===== src/tsc_pkg.sv =====
// Shared types, constants and helpers for the triggered sample capture core.
// No dependencies; every other file in src imports this package.
package tsc_pkg;

   // Store geometry
   localparam int DEPTH = 16;
   localparam int IDX_W = (DEPTH > 1) ? $clog2(DEPTH) : 1;

   // Field widths
   localparam int SAMPLE_W = 8;
   localparam int COL_W    = 4;
   localparam int POS_W    = 4;
   localparam int STATE_W  = 2;
   localparam int CSR_IDX_W = 2;
   localparam int CSR_DATA_W = 8;

   // Reset value of the trigger threshold, and shift that picks the dot row
   localparam logic [SAMPLE_W-1:0] LEVEL_RESET = 8'd128;
   localparam int DOT_SHIFT = 5;

   // Register indexes on the configuration port
   localparam logic [CSR_IDX_W-1:0] CSR_TRIGGER_LEVEL = 2'd0;
   localparam logic [CSR_IDX_W-1:0] CSR_CAPTURE_MODE  = 2'd1;

   // Capture modes
   localparam logic MODE_RISING     = 1'b0;
   localparam logic MODE_CONTINUOUS = 1'b1;

   // Request kinds
   localparam logic ITEM_SAMPLE = 1'b0;
   localparam logic ITEM_READ   = 1'b1;

   // Reported capture state codes
   localparam logic [STATE_W-1:0] CAP_ARMED     = 2'd0;
   localparam logic [STATE_W-1:0] CAP_CAPTURING = 2'd1;
   localparam logic [STATE_W-1:0] CAP_WAITING   = 2'd2;

   // Trigger phase, one-hot
   typedef enum logic [2:0] {
      PH_ARMED     = 3'b001,
      PH_CAPTURING = 3'b010,
      PH_WAITING   = 3'b100
   } phase_type;

   typedef struct packed {
      logic                mode;
      logic [SAMPLE_W-1:0] sample_value;
      logic [COL_W-1:0]    read_column;
   } req_type;

   typedef struct packed {
      logic [STATE_W-1:0]  capture_state;
      logic [POS_W-1:0]    write_position;
      logic                frame_done;
      logic [SAMPLE_W-1:0] read_value;
      logic [SAMPLE_W-1:0] dot_pattern;
   } rsp_type;

   // Store write command from the controller
   typedef struct packed {
      logic                en;
      logic [IDX_W-1:0]    addr;
      logic [SAMPLE_W-1:0] data;
   } store_wr_type;

   // Status after the step, from the controller
   typedef struct packed {
      logic [STATE_W-1:0] capture_state;
      logic [POS_W-1:0]   write_position;
      logic               frame_done;
   } ctrl_status_type;

   function automatic logic [STATE_W-1:0] phase_code(phase_type p);
      logic [STATE_W-1:0] code;
      case (p)
         PH_ARMED:     code = CAP_ARMED;
         PH_CAPTURING: code = CAP_CAPTURING;
         PH_WAITING:   code = CAP_WAITING;
         default:      code = CAP_ARMED;
      endcase
      return code;
   endfunction

endpackage


===== src/triggered_sample_capture_core.sv =====
// Top level of the triggered sample capture core: request/response channels,
// configuration port and result register. Uses tsc_pkg, tsc_ctrl, tsc_store.
//
// For each request, the trigger compare, store write and index update happen
// on the edge that accepts the request, and the result sits in a single
// output register on the next cycle. A new request is accepted every cycle
// as long as the result register is empty or being drained in the same
// cycle, so throughput is one request per clock.
// The sample store is cleared by reset itself; no clearing pass is needed.
// Configuration writes are always accepted and take effect on the next cycle.
module triggered_sample_capture_core (
   input  logic                           clock,
   input  logic                           reset,
   input  logic                           req_valid,
   output logic                           req_ready,
   input  tsc_pkg::req_type               req_data,
   output logic                           rsp_valid,
   input  logic                           rsp_ready,
   output tsc_pkg::rsp_type               rsp_data,
   input  logic                           csr_valid,
   output logic                           csr_ready,
   input  logic [tsc_pkg::CSR_IDX_W-1:0]  csr_index,
   input  logic [tsc_pkg::CSR_DATA_W-1:0] csr_data
);
   import tsc_pkg::*;

   logic            req_fire, csr_fire;
   store_wr_type    wr;
   ctrl_status_type status;
   logic [SAMPLE_W-1:0] rd_value, rd_dot;
   logic            rsp_valid_ff, rsp_valid_in;
   rsp_type         rsp_data_ff, rsp_data_in;

   // Handshakes
   assign req_ready = !rsp_valid_ff || rsp_ready;
   assign req_fire  = req_valid && req_ready;
   assign csr_ready = 1'b1;
   assign csr_fire  = csr_valid;

   tsc_ctrl u_ctrl (
      .clock     (clock),
      .reset     (reset),
      .req_fire  (req_fire),
      .req       (req_data),
      .csr_fire  (csr_fire),
      .csr_index (csr_index),
      .csr_data  (csr_data),
      .wr        (wr),
      .status    (status)
   );

   tsc_store u_store (
      .clock       (clock),
      .reset       (reset),
      .wr          (wr),
      .read_column (req_data.read_column),
      .read_value  (rd_value),
      .dot_pattern (rd_dot)
   );

   // Result assembly; sample requests report no read data
   always_comb begin
      rsp_data_in.capture_state  = status.capture_state;
      rsp_data_in.write_position = status.write_position;
      rsp_data_in.frame_done     = status.frame_done;
      rsp_data_in.read_value     = '0;
      rsp_data_in.dot_pattern    = '0;
      if (req_data.mode == ITEM_READ) begin
         rsp_data_in.read_value  = rd_value;
         rsp_data_in.dot_pattern = rd_dot;
      end
   end

   // Output register
   always_comb begin
      rsp_valid_in = rsp_valid_ff;
      if (req_fire) begin
         rsp_valid_in = 1'b1;
      end else if (rsp_ready) begin
         rsp_valid_in = 1'b0;
      end
   end

   always_ff @(posedge clock) begin
      if (reset) begin
         rsp_valid_ff <= 1'b0;
      end else begin
         rsp_valid_ff <= rsp_valid_in;
      end
   end

   always_ff @(posedge clock) begin
      if (req_fire) begin
         rsp_data_ff <= rsp_data_in;
      end
   end

   assign rsp_valid = rsp_valid_ff;
   assign rsp_data  = rsp_data_ff;

`ifndef ASSERT_OFF
   a_accept_gives_result: assert property (@(posedge clock) disable iff (reset)
      req_fire |=> rsp_valid)
      else $error("accepted request produced no result");
`endif

endmodule


===== src/tsc_store.sv =====
// Sample store: DEPTH entries of 8 bits, cleared at reset, one write port
// and one read port. Read path also forms the one-hot dot. Uses tsc_pkg.
module tsc_store (
   input  logic                         clock,
   input  logic                         reset,
   input  tsc_pkg::store_wr_type        wr,
   input  logic [tsc_pkg::COL_W-1:0]    read_column,
   output logic [tsc_pkg::SAMPLE_W-1:0] read_value,
   output logic [tsc_pkg::SAMPLE_W-1:0] dot_pattern
);
   import tsc_pkg::*;

   localparam int WIDE_W = IDX_W + COL_W;

   logic [SAMPLE_W-1:0] store_ff [DEPTH];
   logic [WIDE_W-1:0]   col_wide;
   logic                col_ok;

   // Write port; the array is cleared by reset
   always_ff @(posedge clock) begin
      if (reset) begin
         for (int i = 0; i < DEPTH; i++) begin
            store_ff[i] <= '0;
         end
      end else if (wr.en) begin
         store_ff[wr.addr] <= wr.data;
      end
   end

   // Read port; a column past the end reads as zero
   assign col_wide = {{IDX_W{1'b0}}, read_column};
   assign col_ok   = (col_wide < WIDE_W'(DEPTH));

   always_comb begin
      read_value = '0;
      if (col_ok) begin
         read_value = store_ff[col_wide[IDX_W-1:0]];
      end
   end

   // Dot row from the top three bits
   assign dot_pattern = SAMPLE_W'(1) << (read_value >> DOT_SHIFT);

endmodule


===== src/tsc_ctrl.sv =====
// Capture controller: configuration registers, trigger phase and store index.
// Issues store writes and reports the state after each request. Uses tsc_pkg.
module tsc_ctrl (
   input  logic                           clock,
   input  logic                           reset,
   input  logic                           req_fire,
   input  tsc_pkg::req_type               req,
   input  logic                           csr_fire,
   input  logic [tsc_pkg::CSR_IDX_W-1:0]  csr_index,
   input  logic [tsc_pkg::CSR_DATA_W-1:0] csr_data,
   output tsc_pkg::store_wr_type          wr,
   output tsc_pkg::ctrl_status_type       status
);
   import tsc_pkg::*;

   localparam int WIDE_W = IDX_W + POS_W;
   localparam logic [IDX_W-1:0] LAST_IDX = IDX_W'(DEPTH - 1);

   logic [SAMPLE_W-1:0] level_ff;
   logic                cmode_ff;
   phase_type           phase_ff, phase_in;
   logic [IDX_W-1:0]    idx_ff, idx_in;
   logic                done;
   logic [WIDE_W-1:0]   idx_wide;

   // Configuration registers
   always_ff @(posedge clock) begin
      if (reset) begin
         level_ff <= LEVEL_RESET;
         cmode_ff <= MODE_RISING;
      end else if (csr_fire) begin
         case (csr_index)
            CSR_TRIGGER_LEVEL: level_ff <= csr_data[SAMPLE_W-1:0];
            CSR_CAPTURE_MODE:  cmode_ff <= csr_data[0];
            default:           ;
         endcase
      end
   end

   // Next phase and index for a sample request
   always_comb begin : p_next
      phase_type ph;
      ph       = phase_ff;
      phase_in = phase_ff;
      idx_in   = idx_ff;
      done     = 1'b0;
      wr.en    = 1'b0;
      wr.addr  = idx_ff;
      wr.data  = req.sample_value;
      if (req_fire && (req.mode == ITEM_SAMPLE)) begin
         if (cmode_ff == MODE_RISING) begin
            if ((ph == PH_ARMED) && (req.sample_value >= level_ff)) begin
               ph = PH_CAPTURING;
            end
            if (ph == PH_CAPTURING) begin
               wr.en = 1'b1;
               if (idx_ff == LAST_IDX) begin
                  idx_in = '0;
                  done   = 1'b1;
                  ph     = PH_WAITING;
               end else begin
                  idx_in = idx_ff + IDX_W'(1);
               end
            end
            // re-arm check runs in the same step that closes the frame
            if ((ph == PH_WAITING) && (req.sample_value < level_ff)) begin
               ph = PH_ARMED;
            end
            phase_in = ph;
         end else begin
            // ring capture, phase untouched
            wr.en = 1'b1;
            if (idx_ff == LAST_IDX) begin
               idx_in = '0;
               done   = 1'b1;
            end else begin
               idx_in = idx_ff + IDX_W'(1);
            end
         end
      end
   end

   always_ff @(posedge clock) begin
      if (reset) begin
         phase_ff <= PH_ARMED;
         idx_ff   <= '0;
      end else begin
         phase_ff <= phase_in;
         idx_ff   <= idx_in;
      end
   end

   // Status after the step
   assign idx_wide              = {{POS_W{1'b0}}, idx_in};
   assign status.capture_state  = phase_code(phase_in);
   assign status.write_position = idx_wide[POS_W-1:0];
   assign status.frame_done     = done;

`ifndef ASSERT_OFF
   a_done_wraps: assert property (@(posedge clock) disable iff (reset)
      done |-> (idx_in == '0))
      else $error("frame done without index wrap");

   a_index_step: assert property (@(posedge clock) disable iff (reset)
      (wr.en && (idx_ff != LAST_IDX)) |=> (idx_ff == $past(idx_ff) + IDX_W'(1)))
      else $error("store index did not advance by one");

   a_armed_hold: assert property (@(posedge clock) disable iff (reset)
      (req_fire && (req.mode == ITEM_SAMPLE) && (cmode_ff == MODE_RISING) &&
       (phase_ff == PH_ARMED) && (req.sample_value < level_ff))
      |=> ($stable(idx_ff) && (phase_ff == PH_ARMED)))
      else $error("armed state moved below trigger level");
`endif

endmodule

===== config.mk =====
export PLATFORM = sky130hd
export DESIGN_NAME = triggered_sample_capture_core
export DESIGN_NICKNAME = d
export VERILOG_FILES = /design/src/tsc_pkg.sv /design/src/triggered_sample_capture_core.sv /design/src/tsc_store.sv /design/src/tsc_ctrl.sv
export SDC_FILE = /design/constraint.sdc
export NUM_CORES = 1
export LEC_CHECK = 0
export ABC_CLOCK_PERIOD_IN_PS = 10300
export BUFFER_PORTS_ARGS = -buffer_cell sky130_fd_sc_hd__buf_2
export CORE_MARGIN = 2
export CORE_UTILIZATION = 40
export CTS_CLUSTER_DIAMETER = 30
export DETAILED_ROUTE_END_ITERATION = 12
export PLACE_DENSITY_LB_ADDON = 0.15
export SYNTH_ARGS = -nofsm -noshare
export SYNTH_HDL_FRONTEND = slang
export SYNTH_HIERARCHICAL = 1
export SYNTH_SLANG_ARGS = --single-unit

===== constraint.sdc =====
create_clock -name clock -period 10.3 [get_ports clock]
set_input_delay 0.515 -clock clock [delete_from_list [all_inputs] [get_ports clock]]
set_output_delay 0.515 -clock clock [all_outputs]
set_load 0.005 [all_outputs]

==> results.txt, run 1 <==
The flow ran to the end, and the final reports show no timing, DRC or antenna violations. The net count of the finished layout is 644. The mean instance size in the synthesized netlist is around 14 µm². The floorplan has between 50 and 60 rows. The global-route wire length before repair is between 20,000 and 30,000 µm. The post-synthesis to final-layout area growth is 11.9%.

The net switching power figure came out at 0.366 mW. The maximum vdd ir drop came out at about 0.00012 V. The worst hold path belongs to the class input pin to register. The proportion of total power due to net switching is 0.240.

The area of the mapped netlist came out at roughly 8000 µm². The total routed wirelength is roughly 18,000 µm. After detailed routing, the number of remaining DRC violations is 0. The final weighted congestion in routability-driven placement is around 0.8.

Setup repair after global routing left no endpoint under its margin. The count of different cell masters after synthesis is 64. Setup violations remaining at the end of the flow were counted as 0. The die covers roughly 21,000 µm².

The port buffer count came out at 52. The number of hold buffers added after CTS came out at 0. The worst pin sits at a relative slew slack of 0.462.

The violation count after the first detailed-routing iteration came out at roughly 280. The number of instances resized during post-cts repair is 0. The number of top-level pins is 54. Once layout is done, the placed cells without fillers occupy about 9100 µm².

The final critical path time including I/O delays and setup is between 3 and 4 ns. Along the worst path, the maximum fanout reaches 26. The final worst-path cycle share is 0.357. The maximum number of pins on one net before global-route repair is 38. Between clock sinks in the finished design, the worst skew comes to between 0.009 and 0.01 ns.

The average wire per cell in the routed design is 20.4 µm. The internal power came out at 1.16 mW. The detailed placer's ending HPWL came out at 12,200 µm.

The worst setup path is captured at a register. The final core utilization came out at 0.453. The latest clock arrival within the worst-skew pair is 0.43 ns.

The sequential power share is 0.510. The root buffer cell chosen for the clock tree is clkbuf_16. The leakage power came out at around 3.5 nW. The number of maximum-capacitance constraint violations is 0. The final route contains approximately 4,600 vias. The worst setup path is of the register to register kind.

Summing all placed instances gives a cell area of approximately 8500 µm². In the synthesized netlist the dominant register cell turns out to be edfxtp_1. The initial utilization of the core area, before any placement, comes to 0.405. The count of buffers added by post-CTS timing repair for setup is 0. The share of final-layout standard cells stronger than drive strength 1 came out at 0.253. The count of antenna diodes in the layout is 0. The areal power density over the cells is 168 nW/µm². The setup TNS is 0 ns. The detail route stage leaves a number of antenna-violating nets equal to 0. For this run, the number of Yosys warnings is 6. Yosys mapped a number of flops with a built-in enable equal to ~150. The worst-margin pin slew is 0.800 ns. The width of the chip came out at 146 µm. The clock tree synthesis step divided the H-tree into 4 levels. The finished layout holds slightly below 900 standard cells, fillers aside. The number of nets in the synthesized netlist is approximately 600. The clock-pin slew on the worst setup and hold paths came out at ~0.070 ns. The number of buffers inserted during clock tree synthesis came out at 17. The data required time at the worst endpoint came out at between 10 and 15 ns.

The share of synthesized area occupied by flip-flops and latches is 0.601. The initial antenna violation count came out at 1. Data on the critical path arrives at its endpoint at about 3.8 ns.

The overflow left after global routing is 0. The number of fill cells came out at between 1,500 and 2,000. The final number of hold-violating endpoints is 0. After detailed routing, the number of vias per cell comes to 5.16. The count of state elements after synthesis came out at 168. In the synthesized netlist, the number of instances is between 500 and 600. The first detailed-routing pass ran for 5 iterations. The area of the core came out at 20,000 µm². The largest buffer count on any clock path came out at 2.

The share of total power in combinational logic is 0.077. The startpoint kind of the worst setup timing path is a register. Counting flops with an async set or reset pin after synthesis yields a share of 0.

The clock tree from TritonCTS is yes. The vertical extent of the die came out at around 150 µm. Timing would allow up to 272 MHz. The number of placed instances with taps included came out at between 800 and 900. The all-layer global routing usage came out at 0.177.

The clock network power share is 0.413. The number of global-route vias before repair is 4,787. The number of clock sinks is between 150 and 200. The final count of pins violating max slew was 0.
critical path, stage by stage, from the launching register on:
cell and delay (ns):
dfxtp_1 0.33, nand2b_4 0.07, and2_1 0.12, buf_4 0.31, or3b_4 0.44, nor2_1 0.14
a21oi_1 0.08, a21bo_2 0.30, nand2b_1 0.09, or3_1 0.44, nor3_1 0.66, or2_2 0.37
cell usage after synthesis (6+ instances only):
cell type | count | area share
edfxtp_1 | 151 | 0.56
and2_1 | 134 | 0.10
nor2_1 | 37 | 0.017
dfxtp_1 | 17 | 0.042
mux4_1 | 17 | 0.055
or2_2 | 17 | 0.013
mux4_2 | 16 | 0.044
clkbuf_1 | 13 | 0.0060
and2_2 | 12 | 0.011
a21oi_1 | 11 | 0.0068
inv_1 | 11 | 0.0051
mux2i_1 | 11 | 0.014
buf_4 | 10 | 0.0093
ha_1 | 9 | 0.014
nand2_1 | 8 | 0.0037
nor3_1 | 7 | 0.0043
nand2b_1 | 6 | 0.0046
nor2b_1 | 6 | 0.0046
layout make-up:
type                            instances  area, µm²  area share
Tap cell                              270        338      0.0372
Clock buffer                           17        425      0.0469
Sequential cell                       168       4870       0.537
Timing Repair Buffer                   55        283      0.0312
Multi-Input combinational cell        352       2950       0.325
Inverter                               13       48.8     0.00538
Clock inverter                         15        158      0.0174
state kept, by name, summed over array words and instances, names as in the netlist:
name / flops
u_store/store_ff: 128
rsp_data: 23
u_ctrl/level_ff: 8
u_ctrl/idx_ff: 4
u_ctrl/phase_ff: 3
rsp_valid: 1
u_ctrl/cmode_ff: 1
power groups by stage:
stage | Combinational [mW] | Sequential [mW] | Clock (mW)
2_1_floorplan | 0.0805 | 0.789 | 0
3_3_place_gp | 0.117 | 0.792 | 0
3_5_place_dp | 0.119 | 0.793 | 0
4_1_cts | 0.119 | 0.778 | 0.642
5_1_grt | 0.128 | 0.780 | 0.672
6_report | 0.117 | 0.778 | 0.630
cells in the final DEF, fill, tap and decap left out, types with 4 or more instances in the layout:
master	Yosys	routed
nand2b_1	6	6
clkbuf_16	0	17
mux4_2	16	16
nor2b_1	6	6
nor3b_2	4	4
nor3_1	7	7
mux4_1	17	17
inv_1	11	11
and2_2	12	12
edfxtp_1	151	151
buf_2	2	52
a21oi_1	11	11
dfxtp_1	17	17
and2_1	134	134
mux2_2	4	4
ha_1	9	9
or2_2	17	17
nor2_1	37	37
mux2i_1	11	11
inv_6	0	6
nand2_1	8	8
routing by layer:
metal	track usage	up-vias	share of wire	wire length, µm
met1	0.227	2314	0.44	8080
met2	0.295	95	0.50	9070
met3	0.0441	22	0.040	728
met5	0	-	0	0
met4	0.0617	0	0.017	309
li1	-	2158	-	-
kinds of logic (layout without fill, tap and decap cells):
logic type | after synthesis | after routing | synth area share
AOI/OAI and AO/OA | 39 | 39 | 0.0395
xor gates and xnor gates | 1 | 1 | 0.00108
adders and majority gates | 9 | 9 | 0.0139
buffers and inverters | 47 | 100 | 0.0358
DFF | 168 | 168 | 0.601
muxes | 48 | 48 | 0.119
other | 1 | 1 | 0.000462
and+or+nand+nor | 254 | 254 | 0.190
through the flow:
step / hold WS [ns] / worst slack, ns / power [mW]
floorplan: 0.465 / 6.67 / 0.869
global placement: 0.486 / 6.42 / 0.909
detailed placement: 0.507 / 6.39 / 0.911
CTS: 0.278 / 6.69 / 1.54
global route: 0.300 / 6.38 / 1.58
finish: 0.295 / 6.62 / 1.52
worst paths after layout:
kind                           from                                    to  slack (ns)  depth (start not counted)
min reg2reg  rsp_valid$_SDFFE_PP0P_                rsp_valid$_SDFFE_PP0P_        0.51                          2
max reg2reg  rsp_valid$_SDFFE_PP0P_  u_store/store_ff[0][4]$_SDFFCE_PN0P_        6.62                         11
min                     csr_data[7]       u_ctrl/level_ff[7]$_SDFFE_PP1P_        0.29                          2
max          rsp_valid$_SDFFE_PP0P_  u_store/store_ff[0][4]$_SDFFCE_PN0P_        6.62                         11
No activity file was read; power rests on OpenSTA's default activity.
==> run 2, diff against run 1 <==
Settings changed: ABC_AREA set to 1, ABC_CLOCK_PERIOD_IN_PS 10300 to 3100.
Clock period 10.3 ns to 3.1 ns, I/O delays scaled along.
==> run 2 against run 1 <==
Effect of this change:
- synthesized area decreased by 2.0%
- routed wire length grew 7.6%
- first-iteration DRC count increased by 79%
- utilization increased by 1.2 points
- sequential share of layout area increased by 0.16 points
- clock skew increased by 0.0016 ns
- die area is 2.0% lower
- critical path depth grew 5
==> results.txt, run 2 <==
The final count of pins violating max slew is 0 (unchanged). The number of endpoints failing setup at the final stage is 0 (unchanged). The final worst-path cycle share came out at 0.948 (+0.591). The final critical path time including I/O delays and setup is 2.94 ns (-0.740 ns). The number of nets in the synthesized netlist is 856 (+42%). The floorplan row count is 51 (-1.9%).

The arrival time at the worst endpoint is 3.03 ns (-0.77 ns). The initial standard-cell utilization of the core is 0.408 (+0.00358). The maximum number of pins on one net before global-route repair came out at 66 (+74%). Grouping stages by cell kind, the critical path spends the most delay in simple AND/OR/NAND/NOR gates. The non-filler instance count after layout came to 1,148 (+29%). Counting instances in the post-synthesis netlist gives the leading cell types as nor2_1 (204), edfxtp_1 (151), nand2_1 (122). The final core utilization came out at 0.465 (+0.0121). The number of clock sinks is 168 (unchanged). The number of maximum-capacitance constraint violations is 0 (unchanged). The initial antenna violation count came to 0 (-1). The area share of the largest cell type after synthesis came out at 0.570 (+0.0115). The share of synthesized area occupied by flip-flops and latches is 0.613 (+0.0124).

In the post-synthesis netlist, the cell with the most instances is nor2_1. The vertical extent of the die is 145 µm (-0.99%). The total die area is 21,000 µm² (-2.0%). The share of final-layout standard cells stronger than drive strength 1 is 0.164 (-0.0890). The mean instance size in the synthesized netlist is 9.71 µm² (-32%). The register with the most flip-flops in the final layout is u_store/store_ff. STA classifies the critical path endpoint as a register.

The combined buffer and inverter count along the critical path was 2 (+1). The global-route wire length before repair came to 31,000 µm (+9.4%). The tightest slew margin relative to the limit came to 0.360 (-0.103). The latest clock arrival within the worst-skew pair is 0.43 ns (about the same). The library cell contributing the largest single delay on the critical path is nor3_2. The data required time at the worst endpoint came out at 3.19 ns (-7.23 ns).

The most frequent standard cell in the layout excluding fill and tap cells is nor2_1. Setup repair after global routing could not meet its margin everywhere. The area of the mapped netlist is 7950 µm² (-2.0%). The final weighted congestion in routability-driven placement was 0.817 (+5.1%).

The final layout net count was 907 (+41%). In this run the critical register-to-register path is launched from u_ctrl/level_ff[7]$_SDFFE_PP1P_. The setup TNS came out at 0 ns (unchanged).

Among all flip-flop cells after synthesis, the most frequent one is edfxtp_1. The share of flip-flops with an asynchronous set or reset after synthesis is 0 (unchanged). The number of enable-type register cells in the synthesized netlist came to 151 (unchanged).

The number of top-level pins came to 54 (unchanged). The start-to-end type of the worst setup path is register to register. The clock tree skew after final layout came out at 0.0110 ns (+0.00163 ns). The detailed placer's ending HPWL is 12,900 µm (+5.5%). The routed length on met3 came out at 1050 µm (+44%). The maximum fanout count along the critical path was 8 (-69%). The library cells used most frequently in the layout, excluding fill and tap cells, are nor2_1 (204), edfxtp_1 (151), nand2_1 (122), inv_1 (84), buf_2 (52). The number of detailed-routing iterations run before antenna repair is 5 (unchanged).

The maximum single-stage delay on the critical path is 0.41 ns (-0.25 ns). The final number of hold-violating endpoints came out at 0 (unchanged). Summed over all instances, the cell type with the most area after synthesis is edfxtp_1. The all-layer global routing usage came out at 0.192 (+0.0143). The number of placed instances with taps included came out at 1,110 (+29%). By area the synthesized netlist is led by edfxtp_1 (57%), nor2_1 (9.6%), nand2_1 (5.8%). The maximum vdd ir drop was 0.000391 V (+230%). The highest clock rate is 340 MHz (+25%).

In this run the most critical hold path is launched from csr_data[3]. The gate count after technology mapping is 819 (+44%). The classification of the worst-slack hold path is input pin to register. The cell at the root of the clock tree is clkbuf_16.

The number of global-route vias before repair came out at 5,675 (+19%). STA classifies the critical path startpoint as a register. The critical path starts at u_ctrl/level_ff[7]$_SDFFE_PP1P_. The clock-pin slew on the worst setup and hold paths is 0.06 ns (about the same). The area of the core is 19,500 µm² (-2.9%). The yosys synthesis warning count came to 6 (unchanged). The width of the chip is 145 µm (-0.99%).

The areal power density over the cells is 571 nW/µm² (+240%). The overflow left after global routing was 0 (unchanged). TritonCTS built the clock tree.

The number of buffers inserted during clock tree synthesis came out at 17 (unchanged). The number of antenna-violating nets in the routed design came out at 0 (unchanged). The number of vias per cell after detailed routing came to 5.06 (-1.9%). The top layer used by detailed routing is met4. The average wire per cell in the routed design is 17.0 µm (-17%). Traced cell by cell, the critical path runs through inv_1 > ha_1 > nand2_1 > nor2_2 > nand4_1 > nand3_2 > nand2_2 > o21ai_2 > nand2_4 > nand2_4 > nand2_4 > inv_1 > nand2_1 > nor3_2 > nand2_1 > nand2_1. The leakage power came out at 3.84 nW (+11%). The number of vias in the routed layout is 5,807 (+27%).

The count of buffers added by post-CTS timing repair for setup came out at 0 (unchanged). The length of routed met2 wiring is 9230 µm (+1.7%). The flip-flop count of the largest register after layout was 128 (unchanged). The worst-margin pin slew came out at 0.960 ns (+0.159 ns). The total DRC errors in the routed layout came out at 0 (unchanged). The violation count after the first detailed-routing iteration came out at 499 (+79%). The count of state elements after synthesis is 168 (unchanged). The number of levels in the clock H-tree is 4 (unchanged). The total routed wirelength is 19,600 µm (+7.6%).

The routed metal-1 wire length came out at 8870 µm (+9.8%). Compared with the post-synthesis result, the final layout area differs by 13.8%. The port buffer count came to 52 (unchanged). The largest buffer count on any clock path is 2 (unchanged). The most common cell type on the critical path is nand2_1. The final total power came to 5.17 mW (+240%).

The count of antenna diodes in the layout came out at 0 (unchanged). The count of different cell masters after synthesis is 37 (-42%). The run finished with clean final reports.
[run 2: layout make-up]
type                            count  area [µm²]
Timing Repair Buffer               78         470
Fill cell                        1847       10400
Sequential cell                   168        4870
Clock inverter                     13         155
Clock buffer                       19         433
Multi-Input combinational cell    514        2440
Tap cell                          265         332
Inverter                           91         347
[run 2: repair_timing]
| item | in CTS | in global routing |
|---|---|---|
| hold endpoints to repair | 6 | 0 |
| endpoints found under the setup margin | 0 | 8 |
| hold buffers | 6 | 0 |
| resized for setup | 0 | 1 |
[run 2: metrics by stage]
step           setup slack, ns  cell area (µm²)  hold WS [ns]
6_report                 0.160             9050        0.0207
5_1_grt                -0.0117             9050        0.0238
4_1_cts                  0.152             9040       0.00629
3_5_place_dp             0.188             8400         0.389
3_3_place_gp             0.304             8400         0.387
2_1_floorplan            0.439             7950         0.222
[run 2: worst paths after layout]
path                                                end  cells after the start  slack (ns)
setup / recovery  u_store/store_ff[15][3]$_SDFFCE_PN0P_                     16        0.16
hold / removal          u_ctrl/level_ff[3]$_SDFFE_PP0P_                      3        0.02
setup reg to reg  u_store/store_ff[15][3]$_SDFFCE_PN0P_                     16        0.16
hold reg to reg         u_ctrl/level_ff[1]$_SDFFE_PP0P_                      2        0.46
[run 2: cells by family after synthesis]
family | after synthesis | share of synthesized area
compound gates | 101 | 0.0762
simple gates | 403 | 0.215
buf+inv | 137 | 0.0814
flops | 168 | 0.613
fa+ha+maj | 9 | 0.0142
other cells | 1 | 0.000472
[run 2: worst reg2reg max path: stages, from the launching register on]
cell	delay, ns
dfxtp_1	0.31
inv_1	0.05
ha_1	0.29
nand2_1	0.09
nor2_2	0.13
nand4_1	0.11
nand3_2	0.11
nand2_2	0.06
o21ai_2	0.08
nand2_4	0.09
nand2_4	0.11
nand2_4	0.09
inv_1	0.07
nand2_1	0.17
nor3_2	0.41
nand2_1	0.16
nand2_1	0.31
[run 2: per-layer routing]
layer / GRT usage / vias up
met2: 0.304 / 179
met4: 0.0668 / 0
li1: - / 2798
met1: 0.261 / 2803
met5: 0 / -
met3: 0.0412 / 27
[run 2: power breakdown]
group / internal (mW) / switching (mW) / total [mW] / leakage [nW]
Clock: 1.26 / 0.854 / 2.11 / 0.274
Sequential: 2.56 / 0.0320 / 2.59 / 1.69
Combinational: 0.134 / 0.329 / 0.463 / 1.88
==> run 3, diff against run 2 <==
Settings changed: CORE_MARGIN 2 to 5.
==> run 3 against run 2 <==
Effect of this change:
- via count decreased by 1.2%
- sequential power about the same
- final cell count increased by 0.44%
- first-iteration DRC count decreased by 21%
- highest routed layer unchanged
- critical path type unchanged
- critical path depth unchanged
- power increased by 1.5%
- routed wire length increased by 2.2%
- combinational power increased by 2%
- clock-buffer cell count decreased by 2
- worst hold slack got worse by 0.0032 ns
- register-to-register slack improved by 0.12 ns
==> results.txt, run 3 (same netlist as run 2, synthesis figures left out) <==
The violation count after the first detailed-routing iteration is 393 (-21%). The number of buffers inserted during clock tree synthesis came out at 17 (unchanged). The area of the core came out at 19,500 µm² (+0.33%). The initial standard-cell utilization of the core is 0.407 (-0.00133).

STA classifies the critical path startpoint as a register. The final weighted congestion in routability-driven placement came out at 0.804 (-1.7%). The number of placed instances with taps included came out at 1,111 (+0.090%).

The most frequent standard cell in the layout excluding fill and tap cells is nor2_1. The largest buffer count on any clock path came out at 2 (unchanged). The number of global-route vias before repair was 5,700 (+0.44%). The post-synthesis to final-layout area growth came out at 14.6%. The final layout net count came out at 912 (+0.55%). The final count of pins violating max slew came out at 0 (unchanged). The maximum fanout count along the critical path was 8 (unchanged).

The total area of multi-input combinational cells came out at 2430 µm² (-0.26%). The maximum vdd ir drop is 0.000474 V (+21%). The global-route wire length before repair was 31,500 µm (+1.6%). The number of instances resized during post-cts repair was 0 (unchanged).

The worst-margin pin slew came out at 0.953 ns (-0.00694 ns). The overflow left after global routing came out at 0 (unchanged). The library cells used most frequently in the layout, excluding fill and tap cells, are nor2_1 (204), edfxtp_1 (151), nand2_1 (122), inv_1 (84), buf_2 (52). The count of antenna diodes in the layout is 0 (unchanged). The setup TNS came out at 0 ns (unchanged).

The vertical extent of the die is 151 µm (+4.1%). The latest clock arrival within the worst-skew pair was 0.44 ns (about the same). The number of maximum-capacitance constraint violations was 0 (unchanged). The port buffer count is 52 (unchanged). The final worst-path cycle share was 0.910 (-0.0380). The number of clock sinks is 168 (unchanged). The number of vias in the routed layout came out at 5,739 (-1.2%).

The number of levels in the clock H-tree was 4 (unchanged). The average wire per cell in the routed design came out at 17.3 µm (+1.8%). The clock-pin slew on the worst setup and hold paths is 0.07 ns (about the same). The tightest slew margin relative to the limit is 0.364 (+0.00463). The leakage power came out at 3.88 nW (+1.0%). The highest clock rate came to 354 MHz (+4.2%). The width of the chip came out at 151 µm (+4.1%). The total die area is 22,800 µm² (+8.4%).

TritonCTS built the clock tree. The detailed placer's ending HPWL is 12,700 µm (-0.86%). The all-layer global routing usage is 0.184 (-0.00795).

The final number of hold-violating endpoints is 0 (unchanged). The areal power density over the cells is 575 nW/µm² (+0.81%). The final core utilization is 0.467 (+0.00168). The total area of sequential cells is 4870 µm² (unchanged). The count of buffers added by post-CTS timing repair for setup came out at 0 (unchanged). The least setup slack across all paths after layout was 0.278 ns (+0.118 ns). The clock tree skew after final layout is 0.0135 ns (+0.00245 ns).

The flip-flop count of the largest register after layout came out at 128 (unchanged). The initial antenna violation count is 0 (unchanged). The number of vias per cell after detailed routing is 4.98 (-1.6%).

The share of final-layout standard cells stronger than drive strength 1 is 0.169 (+0.00471). The final hold slack was 0.0174 ns (-0.00324 ns). Setup repair after global routing left no endpoint under its margin. More flip-flops sit in one register than any other, and that register is u_store/store_ff. The number of detailed-routing iterations run before antenna repair came out at 5 (unchanged). The final critical path time including I/O delays and setup is 2.82 ns (-0.118 ns). The total DRC errors in the routed layout came out at 0 (unchanged). The worst setup path is captured at a register. The maximum number of pins on one net before global-route repair is 64 (-3.0%).

The non-filler instance count after layout was 1,153 (+0.44%). Clock tree synthesis selected as its root buffer the cell clkbuf_16. The arrival time at the worst endpoint came to 2.92 ns (-0.11 ns).

The start-to-end type of the worst setup path is register to register. The classification of the worst-slack hold path is input pin to register. The number of fill cells is 1,897 (+2.7%).

The number of endpoints failing setup at the final stage was 0 (unchanged). The floorplan row count was 51 (unchanged). The total routed wirelength is 20,000 µm (+2.2%). The number of antenna-violating nets in the routed design is 0 (unchanged).

The flow ran to the end, and the final reports show no timing, DRC or antenna violations. The number of hold buffers added after CTS is 10 (+4). The data required time at the worst endpoint came out at 3.20 ns (about the same). The number of top-level pins is 54 (unchanged). The setup slack at placement is 0.277 ns (+0.0896 ns).
==> run 3: path summary, 6_finish.rpt <==
check	startpoint	to	slack (ns)	cells after the start
worst min-delay path	rsp_ready	rsp_valid$_SDFFE_PP0P_	0.02	4
worst max register to register	u_ctrl/level_ff[7]$_SDFFE_PP1P_	u_store/store_ff[15][0]$_SDFFCE_PN0P_	0.28	16
worst max-delay path	u_ctrl/level_ff[7]$_SDFFE_PP1P_	u_store/store_ff[15][0]$_SDFFCE_PN0P_	0.28	16
worst min register to register	u_ctrl/level_ff[5]$_SDFFE_PP0P_	u_ctrl/level_ff[5]$_SDFFE_PP0P_	0.46	2
==> run 3: worst max-delay path: stages, from the launching register on <==
cell     delay [ns]
dfxtp_1        0.31
inv_1          0.05
ha_1           0.30
nand2_1        0.08
nor2_2         0.12
nand4_1        0.11
nand3_2        0.11
nand2_2        0.07
o21ai_2        0.08
nand2_4        0.08
nand2_4        0.11
nand2_4        0.08
inv_1          0.07
nand2_1        0.13
nor3_2         0.31
nand2_1        0.15
nand2_1        0.31
==> run 3: per-layer routing <==
metal / vias up / routed length, µm / global-route usage
met5: - / 0 / 0
met3: 29 / 877 / 0.0347
met4: 0 / 320 / 0.0607
met2: 148 / 9510 / 0.292
met1: 2751 / 9290 / 0.254
li1: 2811 / - / -
==> run 3: stage by stage <==
step	power [mW]	instance area (µm²)
after floorplan	2.95	7950
after global placement	3.10	8400
after detailed placement	3.10	8400
after CTS	5.30	9110
after global routing	5.45	9110
final	5.24	9110
==> run 3: final cells by class <==
| class | instances | area share |
|---|---|---|
| multi-input cells | 514 | 0.267 |
| inverters | 91 | 0.0380 |
| repair buffers | 83 | 0.0568 |
| clock buffers | 17 | 0.0467 |
| clock inverters | 15 | 0.0202 |
| well taps | 265 | 0.0364 |
| flip-flops and latches | 168 | 0.535 |
==> run 3: power by group <==
| part | switching [mW] | internal [mW] |
|---|---|---|
| registers | 0.0306 | 2.56 |
| logic | 0.332 | 0.138 |
| clock network | 0.965 | 1.22 |
| total | 1.33 | 3.92 |
